--- src/rtl/crcf_pkg.sv ---
`timescale 1ns / 1ps
// ----------------------------------------------------------------------------
// crcf_pkg
// Shared types, constants and the CRC-16/XMODEM byte update for the framer.
// ----------------------------------------------------------------------------
package crcf_pkg;

  localparam int unsigned ByteW        = 8;
  localparam int unsigned CrcW         = 16;
  localparam int unsigned CntW         = 8;
  localparam int unsigned CfgIdxW      = 2;
  localparam int unsigned StepW        = 5;
  localparam int unsigned DefMaxPayload = 251;
  localparam int unsigned DefQueueDepth = 4;

  localparam logic [CrcW-1:0] CrcPoly     = 16'h1021;
  localparam logic [CntW-1:0] LenOverhead = 8'd4;

  // configuration register indexes
  localparam logic [CfgIdxW-1:0] CFG_HEADER_HIGH = 2'd0;
  localparam logic [CfgIdxW-1:0] CFG_HEADER_LOW  = 2'd1;

  // one bit per result slot of a job, in emission order
  localparam int unsigned STEP_HDR_HI = 0;
  localparam int unsigned STEP_HDR_LO = 1;
  localparam int unsigned STEP_DATA   = 2;
  localparam int unsigned STEP_CRC_HI = 3;
  localparam int unsigned STEP_CRC_LO = 4;

  typedef enum logic [1:0] {
    KIND_HEADER  = 2'd0,
    KIND_PAYLOAD = 2'd1,
    KIND_CRC     = 2'd2
  } byte_kind_e;

  typedef struct packed {
    logic [StepW-1:0] steps;
    logic [ByteW-1:0] hdr_hi;
    logic [ByteW-1:0] hdr_lo;
    logic [ByteW-1:0] data;
    logic             too_long;
    logic [CrcW-1:0]  crc;
    logic [CntW-1:0]  len;
  } job_t;

  function automatic logic [CrcW-1:0] crc_fold(input logic [CrcW-1:0] crc,
                                               input logic [ByteW-1:0] b);
    logic [CrcW-1:0] c;
    c = crc ^ {b, 8'h00};
    for (int i = 0; i < 8; i++) begin
      if (c[CrcW-1]) begin
        c = {c[CrcW-2:0], 1'b0} ^ CrcPoly;
      end else begin
        c = {c[CrcW-2:0], 1'b0};
      end
    end
    return c;
  endfunction

endpackage

--- src/rtl/crcf_front.sv ---
`timescale 1ns / 1ps
// ----------------------------------------------------------------------------
// crcf_front
// Accepts payload requests, tracks frame state and the running CRC, and
// turns each request into one job describing the bytes it emits.
// ----------------------------------------------------------------------------
module crcf_front #(
  parameter int unsigned MAX_PAYLOAD = crcf_pkg::DefMaxPayload
) (
  input  logic                          clk_i,
  input  logic                          rst_ni,
  input  logic                          cfg_we_i,
  input  logic [crcf_pkg::CfgIdxW-1:0]  cfg_index_i,
  input  logic [crcf_pkg::ByteW-1:0]    cfg_data_i,
  input  logic                          accept_i,
  input  logic [crcf_pkg::ByteW-1:0]    data_byte_i,
  input  logic                          last_i,
  input  logic                          empty_packet_i,
  output crcf_pkg::job_t                job_o
);
  import crcf_pkg::*;

  logic [ByteW-1:0] hdr_hi_q, hdr_lo_q;
  logic             in_frame_q, in_frame_d;
  logic [CrcW-1:0]  crc_q, crc_d;
  logic [CntW-1:0]  cnt_q, cnt_d;

  logic [CrcW-1:0]  crc_base, crc_new;
  logic [CntW-1:0]  cnt_base, cnt_new;
  logic             over;

  always_ff @(posedge clk_i or negedge rst_ni) begin
    if (!rst_ni) begin
      hdr_hi_q <= '0;
      hdr_lo_q <= '0;
    end else if (cfg_we_i) begin
      unique case (cfg_index_i)
        CFG_HEADER_HIGH: hdr_hi_q <= cfg_data_i;
        CFG_HEADER_LOW:  hdr_lo_q <= cfg_data_i;
        default: ;
      endcase
    end
  end

  always_comb begin
    crc_base = in_frame_q ? crc_q : '0;
    cnt_base = in_frame_q ? cnt_q : '0;
    over     = (cnt_base >= CntW'(MAX_PAYLOAD));
    cnt_new  = over ? cnt_base : cnt_base + 1'b1;
    crc_new  = crc_fold(crc_base, data_byte_i);

    job_o        = '0;
    job_o.hdr_hi = hdr_hi_q;
    job_o.hdr_lo = hdr_lo_q;
    job_o.data   = data_byte_i;
    job_o.steps[STEP_HDR_HI] = !in_frame_q;
    job_o.steps[STEP_HDR_LO] = !in_frame_q;

    in_frame_d = in_frame_q;
    crc_d      = crc_q;
    cnt_d      = cnt_q;

    if (empty_packet_i) begin
      // close whatever frame is open, or a fresh empty one
      job_o.steps[STEP_CRC_HI] = 1'b1;
      job_o.steps[STEP_CRC_LO] = 1'b1;
      job_o.crc = crc_base;
      job_o.len = cnt_base + LenOverhead;
      in_frame_d = 1'b0;
      crc_d      = '0;
      cnt_d      = '0;
    end else begin
      job_o.steps[STEP_DATA]   = 1'b1;
      job_o.steps[STEP_CRC_HI] = last_i;
      job_o.steps[STEP_CRC_LO] = last_i;
      job_o.too_long = over;
      job_o.crc      = crc_new;
      job_o.len      = cnt_new + LenOverhead;
      in_frame_d = !last_i;
      crc_d      = last_i ? '0 : crc_new;
      cnt_d      = last_i ? '0 : cnt_new;
    end
  end

  always_ff @(posedge clk_i or negedge rst_ni) begin
    if (!rst_ni) begin
      in_frame_q <= 1'b0;
      crc_q      <= '0;
      cnt_q      <= '0;
    end else if (accept_i) begin
      in_frame_q <= in_frame_d;
      crc_q      <= crc_d;
      cnt_q      <= cnt_d;
    end
  end

endmodule

--- src/rtl/crcf_queue.sv ---
`timescale 1ns / 1ps
// ----------------------------------------------------------------------------
// crcf_queue
// Small job FIFO between the front and back halves of the framer.
// ----------------------------------------------------------------------------
module crcf_queue #(
  parameter int unsigned DEPTH = crcf_pkg::DefQueueDepth
) (
  input  logic           clk_i,
  input  logic           rst_ni,
  input  logic           push_i,
  input  crcf_pkg::job_t push_job_i,
  output logic           full_o,
  input  logic           pop_i,
  output logic           head_valid_o,
  output crcf_pkg::job_t head_job_o
);
  import crcf_pkg::*;

  localparam int unsigned PtrW = (DEPTH > 1) ? $clog2(DEPTH) : 1;
  localparam int unsigned CntQW = $clog2(DEPTH + 1);
  localparam logic [PtrW-1:0] LastPtr = PtrW'(DEPTH - 1);

  job_t             mem_q [DEPTH];
  logic [PtrW-1:0]  wr_ptr_q, wr_ptr_d, rd_ptr_q, rd_ptr_d;
  logic [CntQW-1:0] count_q, count_d;
  logic             do_push, do_pop;

  assign full_o       = (count_q == CntQW'(DEPTH));
  assign head_valid_o = (count_q != '0);
  assign head_job_o   = mem_q[rd_ptr_q];
  assign do_push      = push_i && !full_o;
  assign do_pop       = pop_i && head_valid_o;

  always_comb begin
    wr_ptr_d = wr_ptr_q;
    rd_ptr_d = rd_ptr_q;
    count_d  = count_q;
    if (do_push) begin
      wr_ptr_d = (wr_ptr_q == LastPtr) ? '0 : wr_ptr_q + 1'b1;
    end
    if (do_pop) begin
      rd_ptr_d = (rd_ptr_q == LastPtr) ? '0 : rd_ptr_q + 1'b1;
    end
    if (do_push && !do_pop) begin
      count_d = count_q + 1'b1;
    end else if (do_pop && !do_push) begin
      count_d = count_q - 1'b1;
    end
  end

  always_ff @(posedge clk_i or negedge rst_ni) begin
    if (!rst_ni) begin
      wr_ptr_q <= '0;
      rd_ptr_q <= '0;
      count_q  <= '0;
    end else begin
      wr_ptr_q <= wr_ptr_d;
      rd_ptr_q <= rd_ptr_d;
      count_q  <= count_d;
    end
  end

  always_ff @(posedge clk_i) begin
    if (do_push) begin
      mem_q[wr_ptr_q] <= push_job_i;
    end
  end

endmodule

--- src/rtl/crcf_back.sv ---
`timescale 1ns / 1ps
// ----------------------------------------------------------------------------
// crcf_back
// Walks the result slots of the head job and emits one frame byte per
// cycle into the output register while a head job is valid and the output is not stalled.
// ----------------------------------------------------------------------------
module crcf_back (
  input  logic                       clk_i,
  input  logic                       rst_ni,
  input  logic                       head_valid_i,
  input  crcf_pkg::job_t             head_job_i,
  output logic                       pop_o,
  output logic                       out_valid_o,
  input  logic                       out_stall_i,
  output logic [crcf_pkg::ByteW-1:0] out_byte_o,
  output crcf_pkg::byte_kind_e       byte_kind_o,
  output logic                       frame_end_o,
  output logic [crcf_pkg::CntW-1:0]  frame_length_o,
  output logic                       too_long_o
);
  import crcf_pkg::*;

  logic [StepW-1:0] done_q, done_d;
  logic [StepW-1:0] pending, pick, rest;
  logic             load;

  logic             out_valid_q, out_valid_d;
  logic [ByteW-1:0] byte_q, byte_d;
  byte_kind_e       kind_q, kind_d;
  logic             end_q, end_d;
  logic [CntW-1:0]  len_q, len_d;
  logic             tl_q, tl_d;

  always_comb begin
    pending = head_job_i.steps & ~done_q;
    pick    = pending & (~pending + 1'b1);
    rest    = pending & ~pick;
    load    = head_valid_i && (!out_valid_q || !out_stall_i);
    pop_o   = load && (rest == '0);

    done_d = done_q;
    if (load) begin
      done_d = (rest == '0) ? '0 : (done_q | pick);
    end

    byte_d = head_job_i.data;
    kind_d = KIND_PAYLOAD;
    end_d  = 1'b0;
    len_d  = '0;
    tl_d   = 1'b0;
    if (pick[STEP_HDR_HI]) begin
      byte_d = head_job_i.hdr_hi;
      kind_d = KIND_HEADER;
    end else if (pick[STEP_HDR_LO]) begin
      byte_d = head_job_i.hdr_lo;
      kind_d = KIND_HEADER;
    end else if (pick[STEP_DATA]) begin
      tl_d = head_job_i.too_long;
    end else if (pick[STEP_CRC_HI]) begin
      byte_d = head_job_i.crc[CrcW-1:ByteW];
      kind_d = KIND_CRC;
    end else begin
      byte_d = head_job_i.crc[ByteW-1:0];
      kind_d = KIND_CRC;
      end_d  = 1'b1;
      len_d  = head_job_i.len;
    end

    out_valid_d = out_valid_q;
    if (load) begin
      out_valid_d = 1'b1;
    end else if (!out_stall_i) begin
      out_valid_d = 1'b0;
    end
  end

  always_ff @(posedge clk_i or negedge rst_ni) begin
    if (!rst_ni) begin
      done_q      <= '0;
      out_valid_q <= 1'b0;
    end else begin
      done_q      <= done_d;
      out_valid_q <= out_valid_d;
    end
  end

  always_ff @(posedge clk_i) begin
    if (load) begin
      byte_q <= byte_d;
      kind_q <= kind_d;
      end_q  <= end_d;
      len_q  <= len_d;
      tl_q   <= tl_d;
    end
  end

  assign out_valid_o    = out_valid_q;
  assign out_byte_o     = byte_q;
  assign byte_kind_o    = kind_q;
  assign frame_end_o    = end_q;
  assign frame_length_o = len_q;
  assign too_long_o     = tl_q;

`ifndef SYNTHESIS
  a_end_is_crc: assert property (@(posedge clk_i) disable iff (!rst_ni)
    (out_valid_q && end_q) |-> (kind_q == KIND_CRC))
    else $error("frame end on a non-CRC byte");

  a_len_only_at_end: assert property (@(posedge clk_i) disable iff (!rst_ni)
    (out_valid_q && !end_q) |-> (len_q == '0))
    else $error("frame length outside closing byte");

  a_too_long_payload: assert property (@(posedge clk_i) disable iff (!rst_ni)
    (out_valid_q && tl_q) |-> (kind_q == KIND_PAYLOAD))
    else $error("too_long on a non-payload byte");

  a_done_in_job: assert property (@(posedge clk_i) disable iff (!rst_ni)
    head_valid_i |-> ((done_q & ~head_job_i.steps) == '0))
    else $error("completed slot not in head job");
`endif

endmodule

--- src/rtl/crc16_packet_framer_core.sv ---
`timescale 1ns / 1ps
// ----------------------------------------------------------------------------
// crc16_packet_framer_core
// Frames payload bytes with a two-byte header and a trailing CRC-16/XMODEM.
// ----------------------------------------------------------------------------
// With an empty queue, an accepted request is first written into the job
// queue and its first result is then registered in the output register.
// Throughput: one request per cycle while the job queue (QUEUE_DEPTH) has
// room; the output emits one result per cycle while out_stall_i is low, so a
// request with n results holds the output until all n are taken.
// Reset: clears header registers, frame state, CRC, count, queue and output.
module crc16_packet_framer_core #(
  parameter int unsigned MAX_PAYLOAD = crcf_pkg::DefMaxPayload,
  parameter int unsigned QUEUE_DEPTH = crcf_pkg::DefQueueDepth
) (
  input  logic                         clk_i,
  input  logic                         rst_ni,
  input  logic                         cfg_we_i,
  input  logic [crcf_pkg::CfgIdxW-1:0] cfg_index_i,
  input  logic [crcf_pkg::ByteW-1:0]   cfg_data_i,
  input  logic                         in_valid_i,
  output logic                         in_stall_o,
  input  logic [crcf_pkg::ByteW-1:0]   data_byte_i,
  input  logic                         last_i,
  input  logic                         empty_packet_i,
  output logic                         out_valid_o,
  input  logic                         out_stall_i,
  output logic [crcf_pkg::ByteW-1:0]   out_byte_o,
  output crcf_pkg::byte_kind_e         byte_kind_o,
  output logic                         frame_end_o,
  output logic [crcf_pkg::CntW-1:0]    frame_length_o,
  output logic                         too_long_o
);
  import crcf_pkg::*;

  job_t new_job, head_job;
  logic full, accept, head_valid, pop;

  assign in_stall_o = full;
  assign accept     = in_valid_i && !full;

  crcf_front #(
    .MAX_PAYLOAD(MAX_PAYLOAD)
  ) u_front (
    .clk_i         (clk_i),
    .rst_ni        (rst_ni),
    .cfg_we_i      (cfg_we_i),
    .cfg_index_i   (cfg_index_i),
    .cfg_data_i    (cfg_data_i),
    .accept_i      (accept),
    .data_byte_i   (data_byte_i),
    .last_i        (last_i),
    .empty_packet_i(empty_packet_i),
    .job_o         (new_job)
  );

  crcf_queue #(
    .DEPTH(QUEUE_DEPTH)
  ) u_queue (
    .clk_i       (clk_i),
    .rst_ni      (rst_ni),
    .push_i      (accept),
    .push_job_i  (new_job),
    .full_o      (full),
    .pop_i       (pop),
    .head_valid_o(head_valid),
    .head_job_o  (head_job)
  );

  crcf_back u_back (
    .clk_i         (clk_i),
    .rst_ni        (rst_ni),
    .head_valid_i  (head_valid),
    .head_job_i    (head_job),
    .pop_o         (pop),
    .out_valid_o   (out_valid_o),
    .out_stall_i   (out_stall_i),
    .out_byte_o    (out_byte_o),
    .byte_kind_o   (byte_kind_o),
    .frame_end_o   (frame_end_o),
    .frame_length_o(frame_length_o),
    .too_long_o    (too_long_o)
  );

endmodule

--- config.mk ---
export PLATFORM = sky130hd
export DESIGN_NAME = crc16_packet_framer_core
export DESIGN_NICKNAME = d
export VERILOG_FILES = /design/src/rtl/crcf_pkg.sv /design/src/rtl/crcf_front.sv /design/src/rtl/crcf_queue.sv /design/src/rtl/crcf_back.sv /design/src/rtl/crc16_packet_framer_core.sv
export SDC_FILE = /design/constraint.sdc
export NUM_CORES = 1
export LEC_CHECK = 0
export ABC_AREA = 0
export BUFFER_PORTS_ARGS = -buffer_cell sky130_fd_sc_hd__buf_4
export CORE_MARGIN = 2
export CORE_UTILIZATION = 40
export CTS_CLUSTER_DIAMETER = 60
export DETAILED_ROUTE_END_ITERATION = 12
export PLACE_DENSITY = 0.55
export SETUP_SLACK_MARGIN = 0.4
export SYNTH_ARGS = -nofsm -noshare
export SYNTH_HDL_FRONTEND = slang
export SYNTH_SLANG_ARGS = --single-unit
--- constraint.sdc ---
create_clock -name clk_i -period 3.06 [get_ports clk_i]
set_input_delay 0.306 -clock clk_i [delete_from_list [all_inputs] [get_ports clk_i]]
set_output_delay 0.306 -clock clk_i [all_outputs]
set_load 0.01 [all_outputs]
# Word-level counts from Yosys, hierarchy flattened
# Memory sizes are Yosys's and may differ from the RTL's.
# Cells that the tools add are included.
# Widths: inputs -> output; s select.
# totals
ram_bits	216
ff_bits	74
wordCells	107
memories	1
in_bits	25
# op_classes
n_lt_le_gt_ge	1
bitwise	17
n_mux	35
add_sub_neg	8
eq_ne	5
reduce_logical	25
# memory_table
name	words	word_bits	rd	rd_clocked_by_memory_dff	wr	line_no	rtl
u_queue.mem_q	4	54	1	0	1	crcf_queue.sv:24	job_t mem_q [DEPTH];
# op_table
cell	n
$mux 13	8
$mux 8	8
$mux 16	3
$mux 24	1
$not 3->3	8
$add 8x3->8 const B	2
$xor 16x16->16	1
$and 5x5->5	3
$not 5->5	3
$add 8x1->8 const B	1
$ge 8x8->1 const B	1
$mux 1	8
$mux 2	4
$logic_and 1x1->1	7
$logic_not 1->1	7
$mux 3	2
$reduce_or 3->1	2
$add 5x1->5 const B	1
$logic_not 5->1	1
$mux 5	1
$or 5x5->5	1
$add 2x1->2 const B	2
$eq 2x2->1 const B	2
$reduce_and 2->1	2
12 further kinds	12

# Longest topological paths before layout
# logic_depth
ltp_word	20
depth_mapped	13
mapped_depth_nobuf	11

# Hierarchy
# Synthesis repeated with hierarchy kept, for this count alone.
# hier_totals
cells_unflattened	711
area_unflattened_um2	12348.1
# by_module_without_submodules
mod	instances	area_each_um2	cells_each	seq_area_each_um2
crcf_queue	1	8244.2	319	6661.4
crcf_front	1	2691.3	281	1026.0
crcf_back	1	1398.8	110	750.7
crc16_packet_framer_core	1	13.8	1	0.0

# Least setup slack after synthesis
# OpenSTA, ideal clock, no wires.
# synth_timing
path_kind	register to register
from	reg u_queue.count_q[0]
to	reg u_queue.count_q[1]
arrival_time_ns	3.061
slack_ns	-0.126
path_stages_with_launch	9
setup_ns	0.125
synth_period_minus_slack_ns	3.186
path_cell_list	dfrtp_1 > nor3_1 > a21oi_1 > a21boi_0 > nand3_2 > ha_1 > inv_1 > fa_1 > mux2_2
# synth_via
elab_chain_cells	7
# synth_lines
element	line_no	rtl
start: declaration	crcf_queue.sv:26	logic [CntQW-1:0] count_q, count_d;
start signal: assignment	crcf_queue.sv:60	count_q <= count_d;
$reduce_bool 3->1	crcf_queue.sv:30	assign head_valid_o = (count_q != '0);
$logic_and 1x1->1	crcf_back.sv:38	load = head_valid_i && (!out_valid_q || !out_stall_i);
named net u_back.load	crcf_back.sv:25	logic load;
$logic_and 1x1->1	crcf_back.sv:39	pop_o = load && (rest == '0);
$logic_and 1x1->1	crcf_queue.sv:33	assign do_pop = pop_i && head_valid_o;
$logic_not 1->1	crcf_queue.sv:45	if (do_push && !do_pop) begin
$logic_and 1x1->1	crcf_queue.sv:45	
$mux 3	crcf_queue.sv:45	
named net u_queue.count_d[1]	crcf_queue.sv:26	
# The timed path passes the listed nets, and every way through them passes these cells. The select of a mux whose other input is x is not followed.
# A chain may end at the register's enable or synchronous reset.

# Final worst setup path
# layout_timing
from	reg u_queue.rd_ptr_q[0]
to	reg u_back.byte_q[0] (netlist: u_back.out_byte_o[0]) (data pin)
# layout_via
elab_chain_cells	9
# layout_lines
element	line_no	rtl
start: declaration	crcf_queue.sv:25	logic [PtrW-1:0] wr_ptr_q, wr_ptr_d, rd_ptr_q, rd_ptr_d;
start signal: assignment	crcf_queue.sv:59	rd_ptr_q <= rd_ptr_d;
$mem_v2 4x54 (*)	n/a	
$and 5x5->5	crcf_back.sv:35	pending = head_job_i.steps & ~done_q;
$not 5->5	crcf_back.sv:36	pick = pending & (~pending + 1'b1);
$add 5x1->5	crcf_back.sv:36	
$and 5x5->5	crcf_back.sv:36	
$mux 8	crcf_back.sv:59	end else if (pick[STEP_CRC_HI]) begin
$mux 8	crcf_back.sv:57	end else if (pick[STEP_DATA]) begin
$mux 8	crcf_back.sv:54	end else if (pick[STEP_HDR_LO]) begin
$mux 8 (*)	crcf_back.sv:51	if (pick[STEP_HDR_HI]) begin
named net u_back.byte_d[0]	crcf_back.sv:28	logic [ByteW-1:0] byte_q, byte_d;
end signal: assignment	crcf_back.sv:89	byte_q <= byte_d;
end: declaration	crcf_back.sv:28	
# Mark *: on every way through the listed nets, which the timed path passes. The rest lies on a longest branch.

==> flow_summary.json <==
{
  "fmax_mhz": 375,
  "antenna_found_initial": 0,
  "synth-seq-cells": 282,
  "synth_nets": 741,
  "leakage_uw": 0.00483,
  "period_share": 0.872,
  "grt_pass1_vias": 6707,
  "final_common_cell": "edfxtp_1",
  "place_congestion": 0.811,
  "grt_max_degree": 55,
  "reg2reg_to": "u_back.out_byte_o[0]",
  "numCtsBuffers": 30,
  "layout_min_cycle_time_ns": 2.67,
  "rows": 62,
  "cp_slowest_cell": "mux4_2",
  "worst_setup_path_end_kind": "register",
  "outcome": "finished, final reports clean",
  "drive_gt1_frac": 0.274,
  "yosysWarnings": 0,
  "routed_wl_um": 25500,
  "vias_per_cell": 5.35,
  "setup_viol": 0,
  "power.density_nw_per_um2": 949,
  "drtPass1Iterations": 5,
  "clk_latency_ns": 0.55,
  "crit_chain": "buf_4, mux4_2, nand2b_4, buf_12, mux4_2, a22oi_1, nand4_1",
  "relSlewSlack": 0.428,
  "die_x_um": 175,
  "drt-initial-drc-count": 501,
  "required_ns": 3.33,
  "core_area_um2": 28700,
  "worstSetupPathType": "reg2reg",
  "whs_path_depth": 2,
  "rrSetupSlack_ns": 0.39,
  "hold_class": "in2reg",
  "worst_pin_slew_ns": 0.858,
  "grt_overflow": 0,
  "grt_pass1_wl_um": 39000,
  "fp.dieH_um": 175,
  "synthArstFlopShare": 0.191,
  "synth.yosys.seq_area_share": 0.704,
  "syn_inst": 707,
  "critPathLaunchType": "register",
  "peakVddDrop_uv": 835,
  "syn_area_per_cell_um2": 16.5,
  "cts_sinks": 282,
  "cp_max_fo": 8,
  "nets": 839,
  "slowest_delay_ns": 0.55,
  "ys_types": 50,
  "rsz0062_at_grt": "true",
  "fin_setup_tns_ns": 0,
  "crit_top_cell": "mux4_2",
  "hold_viol": 0,
  "cts_tree": "built",
  "wire_per_inst_um": 21.0,
  "globalRouteTotalUtil": 0.167,
  "cp_top_family": "multiplexers",
  "synth_edf_count": 228,
  "min-delay-start": "cfg_data_i[5]",
  "rr_startpoint": "u_queue.rd_ptr_q[0]",
  "ys_dominant_reg_cell": "edfxtp_1",
  "hpwlAfterDp_um": 15700,
  "clockBufferDepth": 3,
  "fillCellCount": 2458,
  "drc_errors": 0,
  "io_buffer_count": 46,
  "ff2ff_path_depth": 7,
  "slew_violations": 0,
  "critPathArrivalTime_ns": 2.94,
  "hold_end": "u_front.hdr_lo_q[5]",
  "crit_buf_inv": 2,
  "clk_pin_slew_worst_paths_ns": 0.06,
  "ios": 47,
  "start_util": 0.405,
  "htreeDepth": 1,
  "vias": 6485,
  "maxCapViolCount": 0,
  "fin_skew_ns": 0.0116,
  "antenna_left": 0,
  "mostFrequentLayoutCells": "edfxtp_1, buf_4, nand2_1",
  "cts-root-buf": "clkbuf_16",
  "diodes": 0,
  "areaGrowthSynthToFinish_pct": 19.0,
  "die_area_um2": 30500,
  "syn_area_um2": 11600,
  "totalPowerFinal_uw": 13100
}
==> where the power goes <==
part	switching [uW]	internal (uW)
Sequential	384	5270
Clock	1400	2040
Combinational	2210	1840
==> stage by stage <==
stage / instances / setup slack (ns) / area (um2) / utilization / hold WS (ns)
finish: 1213 / 0.391 / 13800 / 0.482 / 0.0138
floorplan: 707 / 0.344 / 11700 / - / 0.0104
global route: 1213 / 0.301 / 13800 / 0.482 / 0.00301
global placement: 1133 / 0.313 / 12600 / 0.438 / 0.439
detailed placement: 1133 / 0.298 / 12600 / 0.438 / 0.463
CTS: 1205 / 0.404 / 13700 / 0.477 / 0.00231
==> synthesized netlist by cell type, drive strengths merged (3+ instances only) <==
| cell type | count | share of area |
|---|---|---|
| a21boi | 4 | 0.0026 |
| a21o | 4 | 0.0026 |
| a21oi | 5 | 0.0021 |
| a22oi | 8 | 0.0052 |
| and2 | 5 | 0.0027 |
| and3 | 8 | 0.0043 |
| buf | 10 | 0.0063 |
| clkbuf | 21 | 0.0068 |
| clkinv | 3 | 0.00097 |
| dfrtp | 54 | 0.12 |
| edfxtp | 228 | 0.59 |
| ha | 8 | 0.0086 |
| inv | 14 | 0.0045 |
| mux2 | 21 | 0.020 |
| mux4 | 51 | 0.099 |
| nand2 | 63 | 0.020 |
| nand2b | 5 | 0.0027 |
| nand3 | 19 | 0.0086 |
| nand4 | 19 | 0.010 |
| nor2 | 26 | 0.0084 |
| nor2b | 3 | 0.0016 |
| nor3 | 6 | 0.0026 |
| nor3b | 5 | 0.0032 |
| o21a | 3 | 0.0019 |
| o21ai | 45 | 0.019 |
| o31ai | 4 | 0.0026 |
| xnor2 | 31 | 0.023 |
| xor2 | 11 | 0.0083 |
==> state kept, by name (all words and copies together), names as in the netlist <==
signal	count
u_back.byte_kind_o	2
u_back.done_q	5
u_back.frame_end_o	1
u_back.frame_length_o	8
u_back.out_byte_o	8
u_back.out_valid_o	1
u_back.too_long_o	1
u_front.cnt_q	8
u_front.crc_q	16
u_front.hdr_hi_q	8
u_front.hdr_lo_q	8
u_front.in_frame_q	1
u_queue.count_q	3
u_queue.mem_q	208
u_queue.rd_ptr_q	2
u_queue.wr_ptr_q	2
==> layer usage <==
layer / share of wire / up-vias / GRT usage
li1: - / 2925 / -
met1: 0.43 / 3353 / 0.223
met2: 0.51 / 153 / 0.292
met3: 0.035 / 54 / 0.0226
met4: 0.026 / 0 / 0.0431
met5: 0 / - / 0
==> cell families (layout without fill, tap and decap cells) <==
group / count (synthesis) / count (layout) / share of synthesized area
flops: 282 / 282 / 0.704
simple gates: 165 / 165 / 0.0680
compound gates: 86 / 86 / 0.0455
mux: 74 / 74 / 0.121
buf+inv: 48 / 170 / 0.0186
xor+xnor: 42 / 42 / 0.0316
fa+ha+maj: 10 / 10 / 0.0112
==> worst max-delay path by stage <==
| stage | start | to | cells after the start | slack [ns] |
|---|---|---|---|---|
| after floorplan | u_queue.rd_ptr_q[0] | u_queue.count_q[1] | 11 | 0.34 |
| after global placement | u_queue.rd_ptr_q[0] | u_back.out_byte_o[7] | 6 | 0.31 |
| after global routing | u_queue.rd_ptr_q[0] | u_queue.count_q[1] | 9 | 0.30 |
| after CTS | u_queue.rd_ptr_q[0] | u_queue.count_q[1] | 9 | 0.40 |
| after detailed placement | u_queue.rd_ptr_q[0] | u_queue.count_q[2] | 11 | 0.30 |
| final | u_queue.rd_ptr_q[0] | u_back.out_byte_o[0] | 7 | 0.39 |
==> repair_timing <==
action,in CTS,in global routing
gates resized for setup,6,16
pin swaps,1,10
setup endpoints to repair,7,21
gates cloned,0,1
buffers inserted,3,7
hold buffers,13,0
endpoints found under the hold margin,84,0
==> final cells by class <==
type                       count  area (um2)  share of cell area
timing repair buffer          97         803              0.0580
multi-input combinational    377        3350               0.242
clock buffer                  49         883              0.0638
tap                          384         480              0.0347
clock inverter                 7        62.6             0.00452
sequential                   282        8200               0.592
inverter                      17        63.8             0.00461
No activity file was read; power rests on OpenSTA's default activity.
